<file path="config.mk">
export PLATFORM = sky130hd
export DESIGN_NAME = tscb_front
export DESIGN_NICKNAME = d
export VERILOG_FILES = /design/src/rtl/tscb_pkg.sv /design/src/rtl/tscb_front.sv
export VERILOG_INCLUDE_DIRS = /design/src /design/src/rtl
export SDC_FILE = /design/constraint.sdc
export NUM_CORES = 1
export LEC_CHECK = 0
export BUFFER_PORTS_ARGS = -buffer_cell sky130_fd_sc_hd__buf_2
export CAP_MARGIN = 20
export CORE_ASPECT_RATIO = 1.4
export CORE_MARGIN = 2
export CORE_UTILIZATION = 40
export DETAILED_ROUTE_END_ITERATION = 8
export PLACE_DENSITY = 0.72
export SETUP_SLACK_MARGIN = 0.15
export SYNTH_ARGS = -nofsm -noshare
export SYNTH_HDL_FRONTEND = slang
export SYNTH_SLANG_ARGS = --single-unit
export TNS_END_PERCENT = 50
</file>
<file path="constraint.sdc">
create_clock -name clk_i -period 6.92 [get_ports clk_i]
set_input_delay 0.346 -clock clk_i [delete_from_list [all_inputs] [get_ports clk_i]]
set_output_delay 0.346 -clock clk_i [all_outputs]
set_load 0.02 [all_outputs]
</file>
<file path="src/rtl/assert_macros.svh">
// assertion macros shared by the screen buffer rtl
`ifndef ASSERT_MACROS_SVH
`define ASSERT_MACROS_SVH
`ifndef SYNTHESIS
`define TSCB_ASSERT(lbl, prop, msg) \
  lbl: assert property (@(posedge clk_i) disable iff (!rst_ni) (prop)) else $error(msg);
`define TSCB_ASSERT_NEVER(lbl, cond, msg) \
  lbl: assert property (@(posedge clk_i) disable iff (!rst_ni) !(cond)) else $error(msg);
`else
`define TSCB_ASSERT(lbl, prop, msg)
`define TSCB_ASSERT_NEVER(lbl, cond, msg)
`endif
`endif

</file>
<file path="src/rtl/tscb_pkg.sv">
// shared types, codes and constants of the screen cell buffer
package tscb_pkg;

  // default geometry
  localparam int DEF_MAX_ROWS   = 64;
  localparam int DEF_MAX_COLS   = 128;
  localparam int DEF_RESET_ROWS = 24;
  localparam int DEF_RESET_COLS = 80;

  // stream widths
  localparam int IN_TDATA_W  = 88;
  localparam int IN_TUSER_W  = 3;
  localparam int OUT_TDATA_W = 80;
  localparam int OUT_TUSER_W = 1;
  localparam int OUT_USED_W  = 73;

  // command queue between front and back
  localparam int QUEUE_DEPTH = 2;

  // command codes on the input tuser
  localparam logic [2:0] CMD_PUT    = 3'd0;
  localparam logic [2:0] CMD_CLEAR  = 3'd1;
  localparam logic [2:0] CMD_SCROLL = 3'd2;
  localparam logic [2:0] CMD_RESIZE = 3'd3;
  localparam logic [2:0] CMD_CURSOR = 3'd4;
  localparam logic [2:0] CMD_READ   = 3'd5;

  typedef enum logic [2:0] {
    OP_PUT,
    OP_CLEAR,
    OP_SCROLL,
    OP_RESIZE,
    OP_CURSOR,
    OP_READ,
    OP_NOP
  } op_e;

  // one decoded command
  typedef struct packed {
    op_e               op;
    logic signed [8:0] row;
    logic signed [8:0] col;
    logic signed [8:0] last_row;
    logic [8:0]        height;
    logic [8:0]        width;
    logic [20:0]       glyph;
    logic [7:0]        fore;
    logic [7:0]        back;
    logic              bold;
  } item_t;

  // one stored cell
  typedef struct packed {
    logic [20:0] glyph;
    logic [7:0]  fore;
    logic [7:0]  back;
    logic        bold;
    logic        marked;
  } cell_t;

  localparam logic [20:0] BLANK_GLYPH = 21'd32;
  localparam logic [7:0]  BLANK_FORE  = 8'd7;

  localparam cell_t SPACE_CELL = '{
    glyph:  BLANK_GLYPH,
    fore:   BLANK_FORE,
    back:   8'd0,
    bold:   1'b0,
    marked: 1'b1
  };

endpackage

</file>
<file path="src/rtl/tscb_front.sv">
// command intake: unpacks and decodes requests into a short queue
`include "assert_macros.svh"

module tscb_front (
  input  logic                                clk_i,
  input  logic                                rst_ni,
  input  logic                                s_axis_tvalid_i,
  output logic                                s_axis_tready_o,
  // row, col, last_row, height, width, glyph, fore_colour, back_colour, bold_in
  input  logic [tscb_pkg::IN_TDATA_W-1:0]     s_axis_tdata_i,
  // cmd
  input  logic [tscb_pkg::IN_TUSER_W-1:0]     s_axis_tuser_i,
  input  logic                                accept_en_i,
  output tscb_pkg::item_t                     item_o,
  output logic                                item_valid_o,
  input  logic                                item_pop_i
);
  import tscb_pkg::*;

  localparam int PtrW = (QUEUE_DEPTH > 1) ? $clog2(QUEUE_DEPTH) : 1;
  localparam int CntW = $clog2(QUEUE_DEPTH + 1);

  item_t           q_mem [QUEUE_DEPTH];
  logic [PtrW-1:0] wr_ptr_q, wr_ptr_d;
  logic [PtrW-1:0] rd_ptr_q, rd_ptr_d;
  logic [CntW-1:0] cnt_q, cnt_d;
  item_t           dec_item;
  logic            full;
  logic            push;
  logic            pop;

  // unpack and classify the incoming request
  always_comb begin
    dec_item.row      = s_axis_tdata_i[8:0];
    dec_item.col      = s_axis_tdata_i[17:9];
    dec_item.last_row = s_axis_tdata_i[26:18];
    dec_item.height   = s_axis_tdata_i[35:27];
    dec_item.width    = s_axis_tdata_i[44:36];
    dec_item.glyph    = s_axis_tdata_i[65:45];
    dec_item.fore     = s_axis_tdata_i[73:66];
    dec_item.back     = s_axis_tdata_i[81:74];
    dec_item.bold     = s_axis_tdata_i[82];
    case (s_axis_tuser_i)
      CMD_PUT:    dec_item.op = OP_PUT;
      CMD_CLEAR:  dec_item.op = OP_CLEAR;
      CMD_SCROLL: dec_item.op = OP_SCROLL;
      CMD_RESIZE: dec_item.op = OP_RESIZE;
      CMD_CURSOR: dec_item.op = OP_CURSOR;
      CMD_READ:   dec_item.op = OP_READ;
      default:    dec_item.op = OP_NOP;
    endcase
  end

  // queue control
  assign full            = (cnt_q == CntW'(QUEUE_DEPTH));
  assign s_axis_tready_o = !full && accept_en_i;
  assign push            = s_axis_tvalid_i && s_axis_tready_o;
  assign pop             = item_pop_i && (cnt_q != '0);
  assign item_valid_o    = (cnt_q != '0);
  assign item_o          = q_mem[rd_ptr_q];

  always_comb begin
    wr_ptr_d = push ? ((wr_ptr_q == PtrW'(QUEUE_DEPTH - 1)) ? '0 : wr_ptr_q + 1'b1) : wr_ptr_q;
    rd_ptr_d = pop ? ((rd_ptr_q == PtrW'(QUEUE_DEPTH - 1)) ? '0 : rd_ptr_q + 1'b1) : rd_ptr_q;
    cnt_d    = cnt_q;
    if (push && !pop) begin
      cnt_d = cnt_q + 1'b1;
    end else if (pop && !push) begin
      cnt_d = cnt_q - 1'b1;
    end
  end

  always_ff @(posedge clk_i or negedge rst_ni) begin
    if (!rst_ni) begin
      wr_ptr_q <= '0;
      rd_ptr_q <= '0;
      cnt_q    <= '0;
    end else begin
      wr_ptr_q <= wr_ptr_d;
      rd_ptr_q <= rd_ptr_d;
      cnt_q    <= cnt_d;
    end
  end

  // queue storage
  always_ff @(posedge clk_i) begin
    if (push) begin
      q_mem[wr_ptr_q] <= dec_item;
    end
  end

  `TSCB_ASSERT_NEVER(a_push_when_full, push && full, "request taken into a full queue")
  `TSCB_ASSERT(a_pop_has_data, item_pop_i |-> (cnt_q != '0), "pop from an empty queue")

endmodule

</file>
==> results.sh, run 1 <==
export IMPL_nets=576
export IMPL_worstMarginPinSlew_ns=0.711
export IMPL_synthAdderAreaFrac=0.00191
export IMPL_min_path_type="in2reg"
export IMPL_fin_setup_tns_ns=0
export IMPL_gr_max_usage_layer="met2"
export IMPL_max_freq_mhz=344
export IMPL_timing_rr_end="q_mem[1][74]"
export IMPL_post_cts_buffers=0
export IMPL_clock_sinks=176
export IMPL_clkPwrFrac=0.263
export IMPL_drv_slew=0
export IMPL_n_fill_cell=1387
export IMPL_pwr_share_seq=0.446
export IMPL_worstPathArrival_ns=2.56
export IMPL_viasPerCell=4.77
export IMPL_drt_pass1_iter_count=4
export IMPL_holdPathEnd="q_mem[1][41]"
export IMPL_fin_cells=691
export IMPL_synth_xor_area_frac=0.00669
export IMPL_fin_skew_ns=0.00430
export IMPL_powerDensity_nw_per_um2=389
export IMPL_vias=3293
export IMPL_synth_top_family_by_area="multiplexers"
export IMPL_use_met3=0.0510
export IMPL_hold_path_startpoint="s_axis_tdata_i[39]"
export IMPL_drv_cap=0
export IMPL_yosys_area_top_type="edfxtp_1"
export IMPL_yosysMostFrequentCell="edfxtp_1"
export IMPL_cts_resized=0
export IMPL_intPower_mw=2.20
export IMPL_startpoint_type="flip-flop"
export IMPL_syn_area_per_cell_um2=22.6
export IMPL_syn_nets=386
export IMPL_fin_crit_ns=2.90
export IMPL_worstPathRequired_ns=6.57
export IMPL_r2r_slack_ns=4.53
export IMPL_clkTransAtPathRegs_ns=0.06
export IMPL_synth_area_um2=6540
export IMPL_yosys_top_cells_area="edfxtp_1, mux2_2, mux2_4, dfrtp_1, buf_6"
export IMPL_rows=55
export IMPL_dp_hpwl_um=7820
export IMPL_hold_slack_ns=0.117
export IMPL_wire_per_inst_um=16.8
export IMPL_leakage_nw=3.12
export IMPL_track_usage=0.132
export IMPL_grt_util_met2=0.237
export IMPL_die_w_um=112
export IMPL_swShare=0.308
export IMPL_gp_congestion=0.678
export IMPL_cts_hold_buf=1
export IMPL_synth_area_mux_share=0.165
export IMPL_yosys_top_cells_count="edfxtp_1, mux2_2, mux2_4"
export IMPL_synth_edf_count=172
export IMPL_seq_area_frac_synth=0.805
export IMPL_worst_setup_path_type="reg2out"
export IMPL_status="completed"
export IMPL_synth_compound_area_share=0.00115
export IMPL_min_path_cells=1
export IMPL_endpoint_kind="output port"
export IMPL_setup_violations=0
export IMPL_crit_path_max_fanout=47
export IMPL_pwr_share_comb=0.291
export IMPL_grt_met1_usage=0.137
export IMPL_drive_above_1_share=0.613
export IMPL_tritoncts="built"
export IMPL_die_area_um2=17400
export IMPL_hold_viol_final=0
export IMPL_initial_core_util=0.406
export IMPL_grt_pass1_wl_um=17500
export IMPL_p_sw_uw=982
export IMPL_yosysTopAreaCellShare=0.789
export IMPL_synthCells=289
export IMPL_place_inst=658
export IMPL_rsz0062_at_grt="no"
export IMPL_drcViolationCount=0
export IMPL_synthArstFlopShare=0.0227
export IMPL_area_growth_pct=25.1
export IMPL_fin_crit_sh=0.420
export IMPL_clock_latency_ns=0.41
export IMPL_worstRegToRegCells=4
export IMPL_ys_warn_count=0
export IMPL_cts_buffers=17
export IMPL_drt_iter0_drc=100
export IMPL_postRouteAntennaNets=0
export IMPL_coreArea_um2=16100
export IMPL_die_h_um=155
export IMPL_grt_pass1_vias=3533
export IMPL_port_buffers=178
export IMPL_overflow=0
export IMPL_cts_root_buf="clkbuf_16"
export IMPL_antenna_found_initial=2
export IMPL_r2r_start="cnt_q[0]"
export IMPL_wl_um=11600
export IMPL_ys_dominant_reg_cell="edfxtp_1"
export IMPL_maxSlewHeadroom=0.526
export IMPL_clock_path_buffers=2
export IMPL_io_pins=184
export IMPL_htree_num_levels=4
export IMPL_synth_ff_latch_count=176
export IMPL_ir_worst_vdd_mv=0.381
export IMPL_synth_distinct_cells=18
export IMPL_grt_max_degree=48
export IMPL_synth_simple_area_share=0.00688
[registers in the layout, summed over array words and instances (netlist names)]
signal,count
cnt_q,2
rd_ptr_q,1
wr_ptr_q,1
q_mem,172
[kinds of logic (layout without fill, tap and decap cells)]
family | Yosys count | after routing
buf+inv | 12 | 214
fa+ha+maj | 1 | 1
xor+xnor | 5 | 5
compound gates | 1 | 1
other cells | 0 | 1
simple gates | 8 | 8
flops | 176 | 176
mux | 86 | 86
[per-layer routing]
metal	vias up	share of wire
li1	1523	-
met1	1628	0.36
met2	119	0.54
met3	21	0.077
met4	2	0.023
met5	-	0.00060
[power by group through the flow]
| stage | registers [mW] | logic, mW | clock network (mW) |
|---|---|---|---|
| 6_report | 1.42 | 0.928 | 0.838 |
| 5_1_grt | 1.44 | 0.992 | 0.906 |
| 4_1_cts | 1.42 | 0.948 | 0.862 |
| 3_5_place_dp | 1.45 | 0.943 | 0 |
| 3_3_place_gp | 1.43 | 0.927 | 0 |
| 2_1_floorplan | 1.39 | 0.745 | 0 |
[layout make-up]
cell class,instances,area (µm²),area share
antenna,1,2.50,0.000306
clock inverter,13,91.3,0.0112
timing repair buffer,183,943,0.115
multi-input combinational,101,1200,0.147
sequential,176,5270,0.644
clock buffer,18,429,0.0524
tap,199,249,0.0304
[per-stage QoR]
stage                     power [mW]  instance area, µm²  utilization  worst slack, ns
final                           3.18                8180        0.508             4.02
after global routing            3.33                8180        0.508             3.86
after CTS                       3.23                8180        0.508             3.94
after detailed placement        2.39                7650        0.475             4.40
after global placement          2.36                7630        0.474             4.08
after floorplan                 2.13                6540            -             1.85
[cells in the final DEF (no fill, tap or decap)]
master         netlist  final
nand2_1              1      1
xor2_1               3      3
and2_4               0      1
clkbuf_16            0     17
clkinvlp_4           0      2
buf_2                5    178
clkinv_4             0      3
clkbuf_1             2      1
mux2_4              30     30
or2_2                1      1
nor2_1               1      1
diode_2              0      1
and2_1               2      1
edfxtp_1           172    172
and3_1               1      1
dfrtp_1              4      3
nor2b_4              0      1
buf_12               0      1
buf_4                0      3
dfrtp_4              0      1
mux2_2              56     56
clkinv_2             0      4
nand2b_1             1      1
inv_6                0      3
ha_1                 1      1
xnor2_1              2      2
a21boi_0             1      1
dlygate4sd3_1        0      1
clkinv_1             0      1
[how the worst max path moves through the flow]
stage / from / endpoint / slack [ns] / depth (start not counted)
2_1_floorplan: cnt_q[0] / q_mem[0][0] / 1.85 / 3
3_3_place_gp: cnt_q[0] / q_mem[0][60] / 4.08 / 4
3_5_place_dp: rd_ptr_q / item_o[23] / 4.40 / 3
5_1_grt: rd_ptr_q / item_o[61] / 3.86 / 3
6_report: rd_ptr_q / item_o[62] / 4.02 / 3
4_1_cts: rd_ptr_q / item_o[77] / 3.94 / 3
[worst max-delay path: stages (launching register included)]
cell and delay [ns]:
dfrtp_4 0.82, buf_4 0.69, mux2_2 0.42, buf_2 0.16
(Power assumes the default switching activity.)
==> run 2: changes to the inputs <==
Clock period 6.92 ns to 2.7 ns, I/O delays scaled along.
==> run 2 against run 1 <==
Net effect:
- clock power increased to 2.6 times the previous value
- combinational power grew to 2.8 times the previous value
- global-route usage increased by 1.7 points
- die area stayed put
- power increased to 2.6 times the previous value
- utilization rose by 6.0 points
- largest cell class unchanged
- design area increased by 12%
- largest power group unchanged
- first-iteration DRC count is 34% higher
- clock skew grew 0.0050 ns
- critical endpoint is now item_o[85]
==> results.sh, run 2 (same netlist as run 1, synthesis figures left out) <==
export IMPL_clkTransAtPathRegs_ns=0.06
export IMPL_startpoint_type="flip-flop"
export IMPL_drv_slew=0
export IMPL_rows=55
export IMPL_wl_um=12900
export IMPL_cts_hold_buf=86
export IMPL_worstPathRequired_ns=2.57
export IMPL_largest_reg_flops=172
export IMPL_ir_worst_vdd_mv=0.500
export IMPL_clkPwrFrac=0.262
export IMPL_max_freq_mhz=452
export IMPL_viasPerCell=4.62
export IMPL_crit_buf_inv=2
export IMPL_final_common_cell="buf_2"
export IMPL_grt_max_degree=34
export IMPL_dp_hpwl_um=8030
export IMPL_clock_latency_ns=0.41
export IMPL_min_path_type="in2reg"
export IMPL_clock_sinks=176
export IMPL_largest_register="q_mem"
export IMPL_cp_top_family="flip-flops"
export IMPL_initial_core_util=0.406
export IMPL_endpoint_kind="output port"
export IMPL_p_sw_mw=2.62
export IMPL_port_buffers=178
export IMPL_pwr_share_seq=0.427
export IMPL_post_cts_buffers=0
export IMPL_worst_setup_path_type="reg2out"
export IMPL_cts_root_buf="clkbuf_16"
export IMPL_drt_pass1_iter_count=4
export IMPL_drive_above_1_share=0.527
export IMPL_track_usage=0.149
export IMPL_tritoncts="built"
export IMPL_leakage_nw=3.52
export IMPL_nets=667
export IMPL_wire_per_inst_um=16.4
export IMPL_vias=3615
export IMPL_io_pins=184
export IMPL_drv_cap=0
export IMPL_htree_num_levels=4
export IMPL_postRouteAntennaNets=0
export IMPL_coreArea_um2=16100
export IMPL_status="completed"
export IMPL_drt_iter0_drc=134
export IMPL_hold_viol_final=0
export IMPL_die_h_um=155
export IMPL_utilization=0.568
export IMPL_worstMarginPinSlew_ns=0.595
export IMPL_cts_buffers=17
export IMPL_area_growth_pct=39.8
export IMPL_worstPathArrival_ns=2.08
export IMPL_fin_crit_ns=2.21
export IMPL_die_w_um=112
export IMPL_fin_skew_ns=0.00930
export IMPL_maxSlewHeadroom=0.603
export IMPL_cts_resized=0
export IMPL_die_area_um2=17400
export IMPL_clock_path_buffers=2
export IMPL_hold_slack_ns=0.0380
export IMPL_pwr_share_comb=0.311
export IMPL_grt_pass1_vias=4108
export IMPL_intPower_mw=5.81
export IMPL_overflow=0
export IMPL_swShare=0.311
export IMPL_setup_violations=0
export IMPL_rsz0062_at_grt="no"
export IMPL_fin_crit_sh=0.819
export IMPL_powerDensity_nw_per_um2=922
export IMPL_path_cells="buf_4 > mux2_2 > buf_2"
export IMPL_gp_congestion=0.682
export IMPL_crit_path_max_fanout=31
export IMPL_slowest_stage="dfrtp_4"
export IMPL_cpPeakStageDelay_ns=0.73
export IMPL_fin_cells=783
export IMPL_place_inst=664
export IMPL_top_regs="q_mem: 172 flops, cnt_q: 2 flops"
export IMPL_drcViolationCount=0
export IMPL_antenna_found_initial=1
export IMPL_final_cell_mix="buf_2, edfxtp_1, dlygate4sd3_1, mux2_2, mux2_4"
export IMPL_grt_pass1_wl_um=20200
[run 2: cell types whose count changed in the layout (fill, tap and decap cells not counted), sizes merged]
| cell | change |
|---|---|
| buf | +6 |
| dlygate4sd3 | +85 |
| inv | +1 |
| clkinvlp | +1 |
| clkbuf | +2 |
| clkinv | -3 |
[run 2: power groups by stage]
| stage | Sequential [mW] | Combinational [mW] | Clock, mW |
|---|---|---|---|
| after CTS | 3.60 | 2.65 | 2.28 |
| after global placement | 3.63 | 2.52 | 0 |
| after detailed placement | 3.66 | 2.55 | 0 |
| after floorplan | 3.54 | 1.91 | 0 |
| final | 3.60 | 2.62 | 2.21 |
| after global routing | 3.64 | 2.80 | 2.38 |
[run 2: path summary, 6_finish.rpt]
check	startpoint	endpoint	slack, ns	cells past startpoint
max	rd_ptr_q	item_o[85]	0.49	3
min	item_pop_i	rd_ptr_q	0.04	3
max reg2reg	cnt_q[0]	q_mem[0][67]	0.70	4
min reg2reg	cnt_q[1]	cnt_q[1]	0.51	1
max in group asynchronous	rst_ni	rd_ptr_q	2.49	2
min in group asynchronous	rst_ni	rd_ptr_q	0.07	2
[run 2: layout make-up]
cell class,instances,area (µm²)
fill,1243,6960
multi-input combinational,101,1200
antenna,1,2.50
clock inverter,12,101
clock buffer,20,437
tap,199,249
timing repair buffer,274,1890
sequential,176,5270
[run 2: routing by layer]
| metal | GRT usage | part of all wire |
|---|---|---|
| met5 | 0 | 0 |
| met4 | 0.0465 | 0.011 |
| met3 | 0.0351 | 0.049 |
| met2 | 0.282 | 0.55 |
| met1 | 0.164 | 0.39 |
[run 2: stage by stage]
step	instance area (µm²)	setup TNS (ns)	setup WS, ns	total power, mW
floorplan	6550	-43.28	-0.503	5.46
global placement	7750	0	0.799	6.15
detailed placement	7750	0	0.691	6.21
CTS	9150	0	0.462	8.53
global route	9150	0	0.410	8.82
finish	9150	0	0.489	8.44
[run 2: tightest hold or removal path, cell delays in order]
cell,delay (ns)
buf_2,0.10
nand2_1,0.10
xnor2_1,0.07
